--- src/whitespace_break_normalizer_core_defines.svh ---
// assertion macros used by the normaliser datapath wbn_dp
// expects clk and rst_n in the including module
`ifndef WHITESPACE_BREAK_NORMALIZER_CORE_DEFINES_SVH
`define WHITESPACE_BREAK_NORMALIZER_CORE_DEFINES_SVH

// same-cycle implication
`define WBN_ASSERT_NOW(lbl, ante, cons, msg) \
    lbl: assert property (@(posedge clk) disable iff (!rst_n) (ante) |-> (cons)) \
        else $error(msg);

// next-cycle implication
`define WBN_ASSERT_NEXT(lbl, ante, cons, msg) \
    lbl: assert property (@(posedge clk) disable iff (!rst_n) (ante) |=> (cons)) \
        else $error(msg);

`endif

--- src/wbn_pkg.sv ---
// shared types and constants of the whitespace and break normaliser
// used by wbn_dp, wbn_ctrl and whitespace_break_normalizer_core
package wbn_pkg;

    localparam int CNT_W     = 6;
    localparam int BYTE_W    = 8;
    localparam int NUM_CFG   = 7;
    localparam int CFG_IDX_W = 3;
    localparam int PROG_LEN  = 7;

    localparam logic [CNT_W-1:0]  MAX_RUN  = CNT_W'(31);
    localparam logic [BYTE_W-1:0] BRK_BYTE = 8'h0A;
    localparam logic [BYTE_W-1:0] SPC_BYTE = 8'h20;

    typedef enum logic [CFG_IDX_W-1:0] {
        REG_ESCAPE       = 3'd0,
        REG_DOUBLE_ON    = 3'd1,
        REG_DOUBLE_OFF   = 3'd2,
        REG_COLLAPSE_ON  = 3'd3,
        REG_COLLAPSE_OFF = 3'd4,
        REG_REPLACE_ON   = 3'd5,
        REG_REPLACE_OFF  = 3'd6
    } cfg_idx_t;

    localparam logic [BYTE_W-1:0] CFG_RESET [NUM_CFG] =
        '{8'd1, 8'd2, 8'd3, 8'd4, 8'd5, 8'd6, 8'd7};

    typedef enum logic [2:0] {
        CK_NONE,
        CK_DOUBLE_ON,
        CK_DOUBLE_OFF,
        CK_COLLAPSE_ON,
        CK_COLLAPSE_OFF,
        CK_REPLACE_ON,
        CK_REPLACE_OFF
    } code_kind_t;

    typedef enum logic [1:0] {
        BK_BREAK,
        BK_SPACE,
        BK_ESCAPE,
        BK_TEXT
    } byte_kind_t;

    typedef enum logic [1:0] {
        EM_ESCAPE,
        EM_TEXT,
        EM_SPACE,
        EM_RUN
    } emit_sel_t;

    typedef struct packed {
        logic      latch;
        logic      emit;
        emit_sel_t emit_sel;
        logic      pb_inc;
        logic      ps_add;
        logic      pb_clr;
        logic      ps_clr;
        logic      run_load;
        logic      run_brk;
        logic      cnt_dec;
        logic      esc_set;
        logic      esc_clr;
        logic      set_double;
        logic      set_collapse;
        logic      set_replace;
        logic      modes_reset;
        logic      release_hold;
    } ctrl_cmd_t;

    typedef struct packed {
        logic       esc_seen;
        byte_kind_t byte_kind;
        code_kind_t code_kind;
        logic       last;
        logic       pb_zero;
        logic       pb_one;
        logic       ps_zero;
        logic       replace;
        logic       collapse;
        logic       cnt_one;
        logic       emit_ok;
        logic       release_ok;
    } dp_status_t;

endpackage

--- src/wbn_dp.sv ---
// datapath: configuration registers, pending counts, modes, hold and output registers
// depends on wbn_pkg and whitespace_break_normalizer_core_defines.svh
`include "whitespace_break_normalizer_core_defines.svh"

module wbn_dp
(
    input  logic                         clk,
    input  logic                         rst_n,
    input  logic                         cfg_we,
    input  logic [wbn_pkg::CFG_IDX_W-1:0] cfg_addr,
    input  logic [wbn_pkg::BYTE_W-1:0]    cfg_data,
    input  logic [wbn_pkg::BYTE_W-1:0]    in_data,
    input  logic                         in_last,
    input  logic                         out_ready,
    output logic                         out_valid,
    output logic [wbn_pkg::BYTE_W-1:0]    out_data,
    output logic                         out_last,
    input  wbn_pkg::ctrl_cmd_t           cmd,
    output wbn_pkg::dp_status_t          status
);

    logic [wbn_pkg::BYTE_W-1:0] cfg_reg [wbn_pkg::NUM_CFG];

    logic [wbn_pkg::BYTE_W-1:0] byte_reg;
    logic                       last_reg;
    logic [wbn_pkg::CNT_W-1:0]  ps_reg, ps_next;
    logic [wbn_pkg::CNT_W-1:0]  pb_reg, pb_next;
    logic [wbn_pkg::CNT_W-1:0]  cnt_reg, cnt_next;
    logic                       run_brk_reg;
    logic                       replace_reg, replace_next;
    logic                       collapse_reg, collapse_next;
    logic                       double_reg, double_next;
    logic                       esc_reg, esc_next;
    logic                       hold_valid_reg, hold_valid_next;
    logic [wbn_pkg::BYTE_W-1:0] hold_byte_reg;
    logic                       out_valid_reg, out_valid_next;
    logic [wbn_pkg::BYTE_W-1:0] out_byte_reg;
    logic                       out_last_reg;

    logic                       out_free;
    logic                       load_out;
    logic [wbn_pkg::BYTE_W-1:0] emit_byte;
    logic [1:0]                 space_step;
    wbn_pkg::byte_kind_t        byte_kind;
    wbn_pkg::code_kind_t        code_kind;

    function automatic logic [wbn_pkg::CNT_W-1:0] sat_add(
        input logic [wbn_pkg::CNT_W-1:0] v,
        input logic [1:0]                a
    );
        logic [wbn_pkg::CNT_W:0] s;
        s = {1'b0, v} + {{(wbn_pkg::CNT_W-1){1'b0}}, a};
        return (s > {1'b0, wbn_pkg::MAX_RUN}) ? wbn_pkg::MAX_RUN : s[wbn_pkg::CNT_W-1:0];
    endfunction

    // configuration
    always_ff @(posedge clk or negedge rst_n)
    begin
        if (!rst_n)
        begin
            for (int i = 0; i < wbn_pkg::NUM_CFG; i++)
            begin
                cfg_reg[i] <= wbn_pkg::CFG_RESET[i];
            end
        end
        else if (cfg_we && (cfg_addr < wbn_pkg::CFG_IDX_W'(wbn_pkg::NUM_CFG)))
        begin
            cfg_reg[cfg_addr] <= cfg_data;
        end
    end

    // classification of the held byte
    always_comb
    begin
        if (byte_reg == wbn_pkg::BRK_BYTE)
        begin
            byte_kind = wbn_pkg::BK_BREAK;
        end
        else if (byte_reg == wbn_pkg::SPC_BYTE)
        begin
            byte_kind = wbn_pkg::BK_SPACE;
        end
        else if (byte_reg == cfg_reg[wbn_pkg::REG_ESCAPE])
        begin
            byte_kind = wbn_pkg::BK_ESCAPE;
        end
        else
        begin
            byte_kind = wbn_pkg::BK_TEXT;
        end

        if (byte_reg == cfg_reg[wbn_pkg::REG_DOUBLE_ON])
        begin
            code_kind = wbn_pkg::CK_DOUBLE_ON;
        end
        else if (byte_reg == cfg_reg[wbn_pkg::REG_DOUBLE_OFF])
        begin
            code_kind = wbn_pkg::CK_DOUBLE_OFF;
        end
        else if (byte_reg == cfg_reg[wbn_pkg::REG_COLLAPSE_ON])
        begin
            code_kind = wbn_pkg::CK_COLLAPSE_ON;
        end
        else if (byte_reg == cfg_reg[wbn_pkg::REG_COLLAPSE_OFF])
        begin
            code_kind = wbn_pkg::CK_COLLAPSE_OFF;
        end
        else if (byte_reg == cfg_reg[wbn_pkg::REG_REPLACE_ON])
        begin
            code_kind = wbn_pkg::CK_REPLACE_ON;
        end
        else if (byte_reg == cfg_reg[wbn_pkg::REG_REPLACE_OFF])
        begin
            code_kind = wbn_pkg::CK_REPLACE_OFF;
        end
        else
        begin
            code_kind = wbn_pkg::CK_NONE;
        end
    end

    assign out_free   = !out_valid_reg || out_ready;
    assign space_step = double_reg ? 2'd2 : 2'd1;

    always_comb
    begin
        case (cmd.emit_sel)
            wbn_pkg::EM_ESCAPE: emit_byte = cfg_reg[wbn_pkg::REG_ESCAPE];
            wbn_pkg::EM_TEXT:   emit_byte = byte_reg;
            wbn_pkg::EM_SPACE:  emit_byte = wbn_pkg::SPC_BYTE;
            wbn_pkg::EM_RUN:    emit_byte = run_brk_reg ? wbn_pkg::BRK_BYTE : wbn_pkg::SPC_BYTE;
            default:            emit_byte = wbn_pkg::SPC_BYTE;
        endcase
    end

    // next state of counts and modes
    always_comb
    begin
        ps_next       = ps_reg;
        pb_next       = pb_reg;
        cnt_next      = cnt_reg;
        replace_next  = replace_reg;
        collapse_next = collapse_reg;
        double_next   = double_reg;
        esc_next      = esc_reg;

        if (cmd.ps_clr)
        begin
            ps_next = '0;
        end
        else if (cmd.ps_add)
        begin
            ps_next = sat_add(ps_reg, space_step);
        end

        if (cmd.pb_clr)
        begin
            pb_next = '0;
        end
        else if (cmd.pb_inc)
        begin
            pb_next = sat_add(pb_reg, 2'd1);
        end

        if (cmd.run_load)
        begin
            cnt_next = cmd.run_brk ? pb_reg : ps_reg;
        end
        else if (cmd.cnt_dec)
        begin
            cnt_next = cnt_reg - wbn_pkg::CNT_W'(1);
        end

        if (cmd.set_double)
        begin
            double_next = (code_kind == wbn_pkg::CK_DOUBLE_ON);
        end
        if (cmd.set_collapse)
        begin
            collapse_next = (code_kind == wbn_pkg::CK_COLLAPSE_ON);
        end
        if (cmd.set_replace)
        begin
            replace_next = (code_kind == wbn_pkg::CK_REPLACE_ON);
        end

        if (cmd.esc_clr)
        begin
            esc_next = 1'b0;
        end
        else if (cmd.esc_set)
        begin
            esc_next = 1'b1;
        end

        // end of stream
        if (cmd.modes_reset)
        begin
            ps_next       = '0;
            pb_next       = '0;
            replace_next  = 1'b1;
            collapse_next = 1'b1;
            double_next   = 1'b0;
            esc_next      = 1'b0;
        end
    end

    // hold stage keeps one byte back so the last one of an item can be marked
    always_comb
    begin
        load_out        = (cmd.emit || cmd.release_hold) && hold_valid_reg;
        out_valid_next  = out_valid_reg && !out_ready;
        hold_valid_next = hold_valid_reg;
        if (load_out)
        begin
            out_valid_next = 1'b1;
        end
        if (cmd.emit)
        begin
            hold_valid_next = 1'b1;
        end
        else if (cmd.release_hold)
        begin
            hold_valid_next = 1'b0;
        end
    end

    always_ff @(posedge clk or negedge rst_n)
    begin
        if (!rst_n)
        begin
            ps_reg         <= '0;
            pb_reg         <= '0;
            cnt_reg        <= '0;
            replace_reg    <= 1'b1;
            collapse_reg   <= 1'b1;
            double_reg     <= 1'b0;
            esc_reg        <= 1'b0;
            hold_valid_reg <= 1'b0;
            out_valid_reg  <= 1'b0;
        end
        else
        begin
            ps_reg         <= ps_next;
            pb_reg         <= pb_next;
            cnt_reg        <= cnt_next;
            replace_reg    <= replace_next;
            collapse_reg   <= collapse_next;
            double_reg     <= double_next;
            esc_reg        <= esc_next;
            hold_valid_reg <= hold_valid_next;
            out_valid_reg  <= out_valid_next;
        end
    end

    // payload
    always_ff @(posedge clk)
    begin
        if (cmd.latch)
        begin
            byte_reg <= in_data;
            last_reg <= in_last;
        end
        if (cmd.run_load)
        begin
            run_brk_reg <= cmd.run_brk;
        end
        if (cmd.emit)
        begin
            hold_byte_reg <= emit_byte;
        end
        if (load_out)
        begin
            out_byte_reg <= hold_byte_reg;
            out_last_reg <= cmd.release_hold;
        end
    end

    assign out_valid = out_valid_reg;
    assign out_data  = out_byte_reg;
    assign out_last  = out_last_reg;

    assign status.esc_seen   = esc_reg;
    assign status.byte_kind  = byte_kind;
    assign status.code_kind  = code_kind;
    assign status.last       = last_reg;
    assign status.pb_zero    = (pb_reg == '0);
    assign status.pb_one     = (pb_reg == wbn_pkg::CNT_W'(1));
    assign status.ps_zero    = (ps_reg == '0);
    assign status.replace    = replace_reg;
    assign status.collapse   = collapse_reg;
    assign status.cnt_one    = (cnt_reg == wbn_pkg::CNT_W'(1));
    assign status.emit_ok    = !hold_valid_reg || out_free;
    assign status.release_ok = !hold_valid_reg || out_free;

    `WBN_ASSERT_NOW(a_emit_room, cmd.emit && hold_valid_reg, out_free, "emit over a blocked output")
    `WBN_ASSERT_NEXT(a_release_marks, cmd.release_hold && hold_valid_reg, out_valid_reg && out_last_reg, "released byte not marked last")
    `WBN_ASSERT_NOW(a_run_nonzero, cmd.cnt_dec, cnt_reg != '0, "run count underflow")
    `WBN_ASSERT_NOW(a_count_sat, 1'b1, (ps_reg <= wbn_pkg::MAX_RUN) && (pb_reg <= wbn_pkg::MAX_RUN), "pending count above limit")

endmodule

--- src/wbn_ctrl.sv ---
// controller: request intake, per-item operation list and its sequencer
// depends on wbn_pkg; drives wbn_dp through ctrl_cmd_t
module wbn_ctrl
(
    input  logic                clk,
    input  logic                rst_n,
    input  logic                in_valid,
    output logic                in_ready,
    input  wbn_pkg::dp_status_t status,
    output wbn_pkg::ctrl_cmd_t  cmd
);

    typedef enum logic [2:0] {
        ST_IDLE,
        ST_DISPATCH,
        ST_EXEC,
        ST_RUN,
        ST_DONE
    } state_t;

    typedef enum logic [2:0] {
        OP_END,
        OP_BREAKS,
        OP_SPACES,
        OP_ESCAPE,
        OP_TEXT,
        OP_SET_COLLAPSE,
        OP_SET_REPLACE,
        OP_RESET
    } op_t;

    state_t state_reg, state_next;
    op_t    prog_reg  [wbn_pkg::PROG_LEN];
    op_t    prog_next [wbn_pkg::PROG_LEN];
    op_t    shifted   [wbn_pkg::PROG_LEN];
    logic [2:0] pos;

    always_comb
    begin
        for (int i = 0; i < wbn_pkg::PROG_LEN - 1; i++)
        begin
            shifted[i] = prog_reg[i + 1];
        end
        shifted[wbn_pkg::PROG_LEN - 1] = OP_END;
    end

    always_comb
    begin
        cmd        = '0;
        cmd.emit_sel = wbn_pkg::EM_TEXT;
        state_next = state_reg;
        prog_next  = prog_reg;
        pos        = 3'd0;
        in_ready   = 1'b0;

        unique case (state_reg)
            ST_IDLE:
            begin
                in_ready = 1'b1;
                if (in_valid)
                begin
                    cmd.latch  = 1'b1;
                    state_next = ST_DISPATCH;
                end
            end

            ST_DISPATCH:
            begin
                for (int i = 0; i < wbn_pkg::PROG_LEN; i++)
                begin
                    prog_next[i] = OP_END;
                end
                if (status.esc_seen)
                begin
                    cmd.esc_clr = 1'b1;
                    case (status.code_kind) inside
                        wbn_pkg::CK_DOUBLE_ON, wbn_pkg::CK_DOUBLE_OFF:
                        begin
                            cmd.set_double = 1'b1;
                        end
                        wbn_pkg::CK_COLLAPSE_ON, wbn_pkg::CK_COLLAPSE_OFF:
                        begin
                            prog_next[0] = OP_SPACES;
                            prog_next[1] = OP_SET_COLLAPSE;
                            pos          = 3'd2;
                        end
                        wbn_pkg::CK_REPLACE_ON, wbn_pkg::CK_REPLACE_OFF:
                        begin
                            prog_next[0] = OP_BREAKS;
                            prog_next[1] = OP_SET_REPLACE;
                            pos          = 3'd2;
                        end
                        default:
                        begin
                            // unknown code: the pair passes through
                            prog_next[0] = OP_ESCAPE;
                            prog_next[1] = OP_TEXT;
                            pos          = 3'd2;
                        end
                    endcase
                end
                else
                begin
                    unique case (status.byte_kind)
                        wbn_pkg::BK_BREAK:
                        begin
                            cmd.pb_inc   = 1'b1;
                            prog_next[0] = OP_SPACES;
                            pos          = 3'd1;
                        end
                        wbn_pkg::BK_SPACE:
                        begin
                            cmd.ps_add   = 1'b1;
                            prog_next[0] = OP_BREAKS;
                            pos          = 3'd1;
                        end
                        wbn_pkg::BK_ESCAPE:
                        begin
                            cmd.esc_set = 1'b1;
                        end
                        wbn_pkg::BK_TEXT:
                        begin
                            prog_next[0] = OP_BREAKS;
                            prog_next[1] = OP_SPACES;
                            prog_next[2] = OP_TEXT;
                            pos          = 3'd3;
                        end
                        default:
                        begin
                        end
                    endcase
                end
                if (status.last)
                begin
                    // lone escape at end of stream goes out first
                    if (!status.esc_seen && (status.byte_kind == wbn_pkg::BK_ESCAPE))
                    begin
                        prog_next[pos] = OP_ESCAPE;
                        pos            = pos + 3'd1;
                    end
                    prog_next[pos]        = OP_BREAKS;
                    prog_next[pos + 3'd1] = OP_SPACES;
                    prog_next[pos + 3'd2] = OP_RESET;
                end
                state_next = ST_EXEC;
            end

            ST_EXEC:
            begin
                unique case (prog_reg[0])
                    OP_END:
                    begin
                        state_next = ST_DONE;
                    end
                    OP_BREAKS:
                    begin
                        prog_next = shifted;
                        if (!status.pb_zero)
                        begin
                            if (status.replace && status.pb_one)
                            begin
                                cmd.ps_add = 1'b1;
                                cmd.pb_clr = 1'b1;
                            end
                            else
                            begin
                                cmd.run_load = 1'b1;
                                cmd.run_brk  = 1'b1;
                                cmd.pb_clr   = 1'b1;
                                state_next   = ST_RUN;
                            end
                        end
                    end
                    OP_SPACES:
                    begin
                        if (status.ps_zero)
                        begin
                            prog_next = shifted;
                        end
                        else if (!status.collapse)
                        begin
                            prog_next    = shifted;
                            cmd.run_load = 1'b1;
                            cmd.ps_clr   = 1'b1;
                            state_next   = ST_RUN;
                        end
                        else if (status.emit_ok)
                        begin
                            prog_next    = shifted;
                            cmd.emit     = 1'b1;
                            cmd.emit_sel = wbn_pkg::EM_SPACE;
                            cmd.ps_clr   = 1'b1;
                        end
                    end
                    OP_ESCAPE:
                    begin
                        if (status.emit_ok)
                        begin
                            prog_next    = shifted;
                            cmd.emit     = 1'b1;
                            cmd.emit_sel = wbn_pkg::EM_ESCAPE;
                        end
                    end
                    OP_TEXT:
                    begin
                        if (status.emit_ok)
                        begin
                            prog_next    = shifted;
                            cmd.emit     = 1'b1;
                            cmd.emit_sel = wbn_pkg::EM_TEXT;
                        end
                    end
                    OP_SET_COLLAPSE:
                    begin
                        prog_next        = shifted;
                        cmd.set_collapse = 1'b1;
                    end
                    OP_SET_REPLACE:
                    begin
                        prog_next       = shifted;
                        cmd.set_replace = 1'b1;
                    end
                    OP_RESET:
                    begin
                        prog_next       = shifted;
                        cmd.modes_reset = 1'b1;
                    end
                    default:
                    begin
                        state_next = ST_DONE;
                    end
                endcase
            end

            ST_RUN:
            begin
                if (status.emit_ok)
                begin
                    cmd.emit     = 1'b1;
                    cmd.emit_sel = wbn_pkg::EM_RUN;
                    cmd.cnt_dec  = 1'b1;
                    if (status.cnt_one)
                    begin
                        state_next = ST_EXEC;
                    end
                end
            end

            ST_DONE:
            begin
                if (status.release_ok)
                begin
                    cmd.release_hold = 1'b1;
                    state_next       = ST_IDLE;
                end
            end

            default:
            begin
                state_next = ST_IDLE;
            end
        endcase
    end

    always_ff @(posedge clk or negedge rst_n)
    begin
        if (!rst_n)
        begin
            state_reg <= ST_IDLE;
            for (int i = 0; i < wbn_pkg::PROG_LEN; i++)
            begin
                prog_reg[i] <= OP_END;
            end
        end
        else
        begin
            state_reg <= state_next;
            prog_reg  <= prog_next;
        end
    end

endmodule

--- src/whitespace_break_normalizer_core.sv ---
// top level of the whitespace and break normaliser
// depends on wbn_pkg, wbn_ctrl and wbn_dp
//
//   channel   direction  handshake                     payload
//   s_axis    in         s_axis_tvalid/s_axis_tready   tdata = in_byte, tlast = in_last
//   m_axis    out        m_axis_tvalid/m_axis_tready   tdata = out_byte, tlast = out_last
//   cfg       in         cfg_we                        cfg_addr = index, cfg_data = value
//
// one request at a time: accept, dispatch, then each step of the item's operation
// list and each byte of a flushed run in turn, then a final step that marks the
// last byte of the item; the controller's sequencer steps through this order, and
// the single hold stage in front of the output keeps that last byte back
// control state and configuration sit in flip-flops cleared by rst_n; the payload registers are not reset
// m_axis_tready low stalls only the step that needs to pass a byte onward
module whitespace_break_normalizer_core
(
    input  logic                          clk,
    input  logic                          rst_n,
    input  logic                          s_axis_tvalid,
    output logic                          s_axis_tready,
    input  logic [wbn_pkg::BYTE_W-1:0]     s_axis_tdata,   // [7:0] in_byte
    input  logic                          s_axis_tlast,
    output logic                          m_axis_tvalid,
    input  logic                          m_axis_tready,
    output logic [wbn_pkg::BYTE_W-1:0]     m_axis_tdata,   // [7:0] out_byte
    output logic                          m_axis_tlast,
    input  logic                          cfg_we,
    input  logic [wbn_pkg::CFG_IDX_W-1:0]  cfg_addr,
    input  logic [wbn_pkg::BYTE_W-1:0]     cfg_data
);

    wbn_pkg::ctrl_cmd_t  cmd;
    wbn_pkg::dp_status_t status;

    wbn_ctrl u_ctrl
    (
        .clk      (clk),
        .rst_n    (rst_n),
        .in_valid (s_axis_tvalid),
        .in_ready (s_axis_tready),
        .status   (status),
        .cmd      (cmd)
    );

    wbn_dp u_dp
    (
        .clk       (clk),
        .rst_n     (rst_n),
        .cfg_we    (cfg_we),
        .cfg_addr  (cfg_addr),
        .cfg_data  (cfg_data),
        .in_data   (s_axis_tdata),
        .in_last   (s_axis_tlast),
        .out_ready (m_axis_tready),
        .out_valid (m_axis_tvalid),
        .out_data  (m_axis_tdata),
        .out_last  (m_axis_tlast),
        .cmd       (cmd),
        .status    (status)
    );

endmodule
--- config.mk ---
export PLATFORM = sky130hd
export DESIGN_NAME = whitespace_break_normalizer_core
export DESIGN_NICKNAME = d
export VERILOG_FILES = /design/src/wbn_pkg.sv /design/src/wbn_dp.sv /design/src/wbn_ctrl.sv /design/src/whitespace_break_normalizer_core.sv
export VERILOG_INCLUDE_DIRS = /design/src /design/src/src
export SDC_FILE = /design/constraint.sdc
export NUM_CORES = 1
export LEC_CHECK = 0
export BUFFER_PORTS_ARGS = -buffer_cell sky130_fd_sc_hd__buf_2
export CAP_MARGIN = 10
export CORE_MARGIN = 4
export CORE_UTILIZATION = 56
export DETAILED_ROUTE_END_ITERATION = 10
export PLACE_DENSITY = 0.8
export SYNTH_ARGS = -nofsm -noshare
export SYNTH_HDL_FRONTEND = slang
export SYNTH_HIERARCHICAL = 1
export SYNTH_SLANG_ARGS = --single-unit
export TNS_END_PERCENT = 50
--- constraint.sdc ---
create_clock -name clk -period 5.5 [get_ports clk]
set_input_delay 0 -clock clk [delete_from_list [all_inputs] [get_ports clk]]
set_output_delay 0 -clock clk [all_outputs]
set_load 0.02 [all_outputs]
# After elaboration in Yosys (flattened, before gate mapping)
# Index checks and enable logic that the tools add are counted.
dict set report word_totals {
  ff_bits 131
  input_bits 25
  out_inout_bits 11
  elab_cells 270
}
dict set report op_classes {
  add_sub_neg 6
  n_lt_le_gt_ge 13
  eq_ne 44
  muxes 121
  bitwise_logic 15
  reduce_logical 41
}
# op n
set ops {}
lappend ops {{21-bit 2-to-1 mux} 7}
lappend ops {{3-bit 2-to-1 mux} 33}
lappend ops {{6-bit 2-to-1 mux} 16}
lappend ops {{21-bit one-hot mux with 3 select lines} 1}
lappend ops {{56-bit bitwise mux} 1}
lappend ops {{8-bit equality test} 7}
lappend ops {{21-bit one-hot mux with 2 select lines} 1}
lappend ops {{3-bit demux with 3-bit select} 4}
lappend ops {{1-bit 2-to-1 mux} 33}
lappend ops {{8-bit one-hot mux with 4 select lines} 1}
lappend ops {{14-bit AND} 2}
lappend ops {{14-bit inverter} 2}
lappend ops {{8-bit demux with 3-bit select} 1}
lappend ops {{3-bit equality test, second input constant} 8}
lappend ops {{2-bit 2-to-1 mux} 11}
lappend ops {{21-bit OR} 1}
lappend ops {{4-bit >= comparator, second input constant} 5}
lappend ops {{4-bit by 1-bit less-than comparator with 1-bit output, second input constant} 5}
lappend ops {{3-bit inverter with 4-bit output} 5}
lappend ops {{3-bit by 2-bit equality test with 1-bit output, second input constant} 6}
lappend ops {{3-bit one-hot mux with 3 select lines} 2}
lappend ops {{3-bit one-hot mux with 5 select lines} 1}
lappend ops {{7-bit by 5-bit > comparator with 1-bit output, second input constant} 2}
lappend ops {{14-bit OR} 1}
lappend ops {{other kinds (36)} 84}

# Depth between registers and ports, before layout
dict set report depth {
  word_depth 27
  depth_mapped 20
  depth_no_buf 19
}

# By module
# Netlist, hierarchy kept.
# module n_inst cells_each area_per_inst_um2
set by_module_without_submodules {}
lappend by_module_without_submodules {wbn_dp 1 447 5475.3}
lappend by_module_without_submodules {wbn_ctrl 1 219 1846.8}

# Worst setup path before layout
# No wires, ideal clock.
dict set report synth_timing {
  path_type {reg2reg}
  startpoint {reg u_dp/byte_reg[5] in the netlist's numbering}
  endpoint {reg u_ctrl/prog_reg[19] in the netlist's numbering}
  t_arrival_ns 3.810
  t_required_ns 5.374
  slack_ns 1.564
  stages_incl_launch_ff 21
  n_path_buf 1
  synth_period_minus_slack_ns 3.936
  cell_sequence {edfxtp_1 > buf_6 > xnor2_1 > nand4_1 > a211oi_1 > nor2_1 > o22ai_1 > inv_1 > ha_1 > nor2_1 > o21ai_0 > and2_1 > ha_1 > o21ai_0 > nand2_1 > ha_1 > inv_1 > xnor2_1 > a211oi_1 > a211oi_1 > a221o_1}
}
# item line
set synth_rtl {}
lappend synth_rtl {{from (decl)} wbn_dp.sv:24} ;# logic [wbn_pkg::BYTE_W-1:0] byte_reg;
lappend synth_rtl {{from (signal assigned)} wbn_dp.sv:261} ;# byte_reg <= in_data;
lappend synth_rtl {{to (signal assigned)} wbn_ctrl.sv:278} ;# prog_reg <= prog_next;
lappend synth_rtl {{to (decl)} wbn_ctrl.sv:33} ;# op_t prog_reg [wbn_pkg::PROG_LEN];

==> results.cfg <==
[setup_path]
endpoint_kind = register
path_max_fanout = 9
arrival_ns = 5.29
cp.required_ns = 5.85
crit_type = reg2reg
cp-start-kind = register

[worst_hold_path]
min_path_type = in2async

[clocking]
cts_tree = yes
cts_hold_buf = 20
cts_sinks = 131
cts.repair.resized = 0
numCtsBuffers = 17
cts.clk_slew.worst_paths_ns = 0.06
cts_root_buf = clkbuf_16
cts_max_path_buffers = 2
insertion_delay_ns = 0.43
h-tree-depth = 4
cts_setup_buffers = 0

[final_layout]
largest_register_ffs = 56
diodes = 0
final_area_sq_um = 8294
area_delta_synth_final_pct = 13.28
layout-drive-gt1-share_pct = 23.01
layout_common_cells = 90 x dfrtp_1, 56 x mux2_2, 45 x nor2_1
layout.nets = 746
fillCellCount = 977
final_common_cell = dfrtp_1

[grt]
grt-ovfl-total = 0
antenna_found_initial = 0
grt_max_degree = 57
grt_pass1_vias = 5399
grt_pass1_wl_um = 29180
grt_usage_pct = 25.73

[logic_synthesis]
synth_edf_count = 27
synth_area_per_cell_sq_um = 10.99
synthArstFlopShare_pct = 79.39
synth_ff_type = dfrtp_1
ys_ff_latch = 131
seq_area_frac_synth_pct = 46.86
synth_area_sq_um = 7322
synthCells = 666
ys_types = 78
yosys_warnings = 6
synth_nets = 708

[sta]
fmax_ghz = 0.2024
worst_pin_slew_ns = 1.223
fin_skew_ns = 0.009559
fin_crit_ns = 4.941
drv_slew = 0
rsz0062_at_grt = no
slew_headroom_pct = 18.38
finalSetupTns_ns = 0
min_period_over_period_pct = 89.83
final_hold_viol_count = 0
setup_violations = 0

[power]
leakage_nw = 3.357
peakVddDrop_uv = 280.4
powerDensity_nw_per_um2 = 482.0

[route]
routedWlPerCell_um = 20.23
vias_per_cell = 6.193
drc = 0
ant_nets = 0
routed-via-count = 5506
drt_pre_antenna_iters = 5
wirelength_um = 17990
drt-initial-drc-count = 552

[floorplan]
initial_utilization_pct = 57.55
io_pins = 36
core_sq_um = 12720
die_y_um = 122.3
die_w_um = 122.3
die_area_sq_um = 14970
num_rows = 41

[outcome]
status = complete, no violations

[placement]
hpwl_um = 12350
gp_congestion = 0.9071
place_area_sq_um = 7478
portBuffers = 35

[flow_run]
drv_cap = 0
==> per-layer routing <==
layer	vias up	part of all wire (%)	GRT usage (%)
li1	2495	-	-
met1	2748	43	33.59
met2	218	49	41.05
met3	45	5.7	6.313
met4	0	2.7	11.06
met5	-	0	0
==> synthesized netlist by cell type, types with 3 or more instances <==
| library cell | n | share of area (%) |
|---|---|---|
| nor3_1 | 15 | 1.0 |
| or3_1 | 5 | 0.43 |
| a21oi_1 | 30 | 2.1 |
| xor2_1 | 20 | 2.4 |
| a22o_1 | 5 | 0.60 |
| nand2_1 | 37 | 1.9 |
| mux2_2 | 56 | 8.6 |
| edfxtp_1 | 27 | 11 |
| a211oi_1 | 7 | 0.72 |
| o22ai_1 | 5 | 0.43 |
| nor2b_1 | 12 | 1.0 |
| o21ai_0 | 24 | 1.6 |
| nor2_1 | 45 | 2.3 |
| xnor2_1 | 41 | 4.9 |
| nor4_2 | 3 | 0.51 |
| buf_6 | 11 | 1.7 |
| mux2i_1 | 14 | 1.9 |
| ha_1 | 16 | 2.7 |
| nand4b_1 | 4 | 0.48 |
| and3_1 | 11 | 0.94 |
| a21o_1 | 3 | 0.31 |
| buf_4 | 6 | 0.62 |
| a221o_1 | 6 | 0.82 |
| nor3b_1 | 3 | 0.31 |
| inv_1 | 22 | 1.1 |
| o31ai_1 | 3 | 0.31 |
| nor2_2 | 3 | 0.26 |
| o221a_2 | 3 | 0.46 |
| nand3_1 | 12 | 0.82 |
| o21a_1 | 4 | 0.41 |
| o211ai_1 | 3 | 0.31 |
| and2_1 | 9 | 0.77 |
| buf_2 | 9 | 0.62 |
| nor4_1 | 6 | 0.51 |
| dfrtp_1 | 90 | 31 |
| a31oi_1 | 8 | 0.68 |
| nand4_1 | 10 | 0.85 |
| dfstp_2 | 14 | 5.0 |
| clkbuf_1 | 13 | 0.67 |
==> metrics by stage <==
step	worst slack [ns]	power, mW	hold WS [ns]	cells	util (%)
detailed placement	0.7177	2.805	0.06710	837	58.78
global placement	0.9370	2.740	0.06174	837	58.78
floorplan	1.564	2.511	-0.2956	666	-
CTS	0.7058	3.986	0.1468	889	65.19
global route	0.09790	4.201	0.1667	889	65.19
finish	0.5593	3.998	0.1252	889	65.19
==> worst max-delay path, cell delays in order, from the launching register on <==
cell	delay [ns]
edfxtp_1	0.61
xnor2_1	0.30
nand4_1	0.15
a211oi_1	0.33
nor2_1	0.07
o22ai_1	0.24
inv_1	0.11
ha_1	0.21
nor2_1	0.31
o21ai_0	0.34
and2_1	0.30
ha_1	0.34
o21ai_0	0.25
nand2_1	0.09
ha_1	0.39
nor4bb_1	0.38
a31oi_1	0.07
o311ai_0	0.11
nand2_1	0.08
a21oi_1	0.16
==> worst paths after layout <==
kind / startpoint / depth (start not counted) / slack, ns / to
setup / recovery: u_dp/byte_reg[4] / 19 / 0.56 / u_ctrl/prog_reg[16]
hold / removal: rst_n / 2 / 0.13 / u_dp/hold_valid_reg
setup reg to reg: u_dp/byte_reg[4] / 19 / 0.56 / u_ctrl/prog_reg[16]
hold reg to reg: u_dp/hold_byte_reg[0] / 0 / 0.42 / u_dp/out_data[0]
max in group asynchronous: rst_n / 3 / 4.26 / u_dp/cfg_reg[27]
min in group clk: cfg_addr[1] / 3 / 0.17 / u_dp/cfg_reg[19]
==> logic make-up (layout without fill, tap and decap cells) <==
logic type | Yosys count | in the layout | synth area share (%)
buffers and inverters | 62 | 113 | 4.768
and+or+nand+nor | 196 | 196 | 15.09
adders and majority gates | 17 | 17 | 3.008
AOI/OAI and AO/OA | 128 | 128 | 12.24
xor gates and xnor gates | 62 | 62 | 7.519
DFF | 131 | 131 | 46.86
muxes | 70 | 70 | 10.53
==> cell type report <==
class / instances / area, sq um / share of cell area (%)
multi-input cells: 473 / 3542 / 42.71
flip-flops and latches: 131 / 3431 / 41.36
clock buffers: 21 / 504.2 / 6.079
repair buffers: 59 / 407.9 / 4.918
well taps: 172 / 215.2 / 2.595
clock inverters: 11 / 111.4 / 1.343
inverters: 22 / 82.58 / 0.9956
==> report_power, final <==
part           switching [mW]  total [mW]  internal, mW
clock                   0.440        1.15         0.709
sequential              0.286        1.61          1.32
combinational           0.728        1.24         0.514
(Power assumes the default switching activity.)
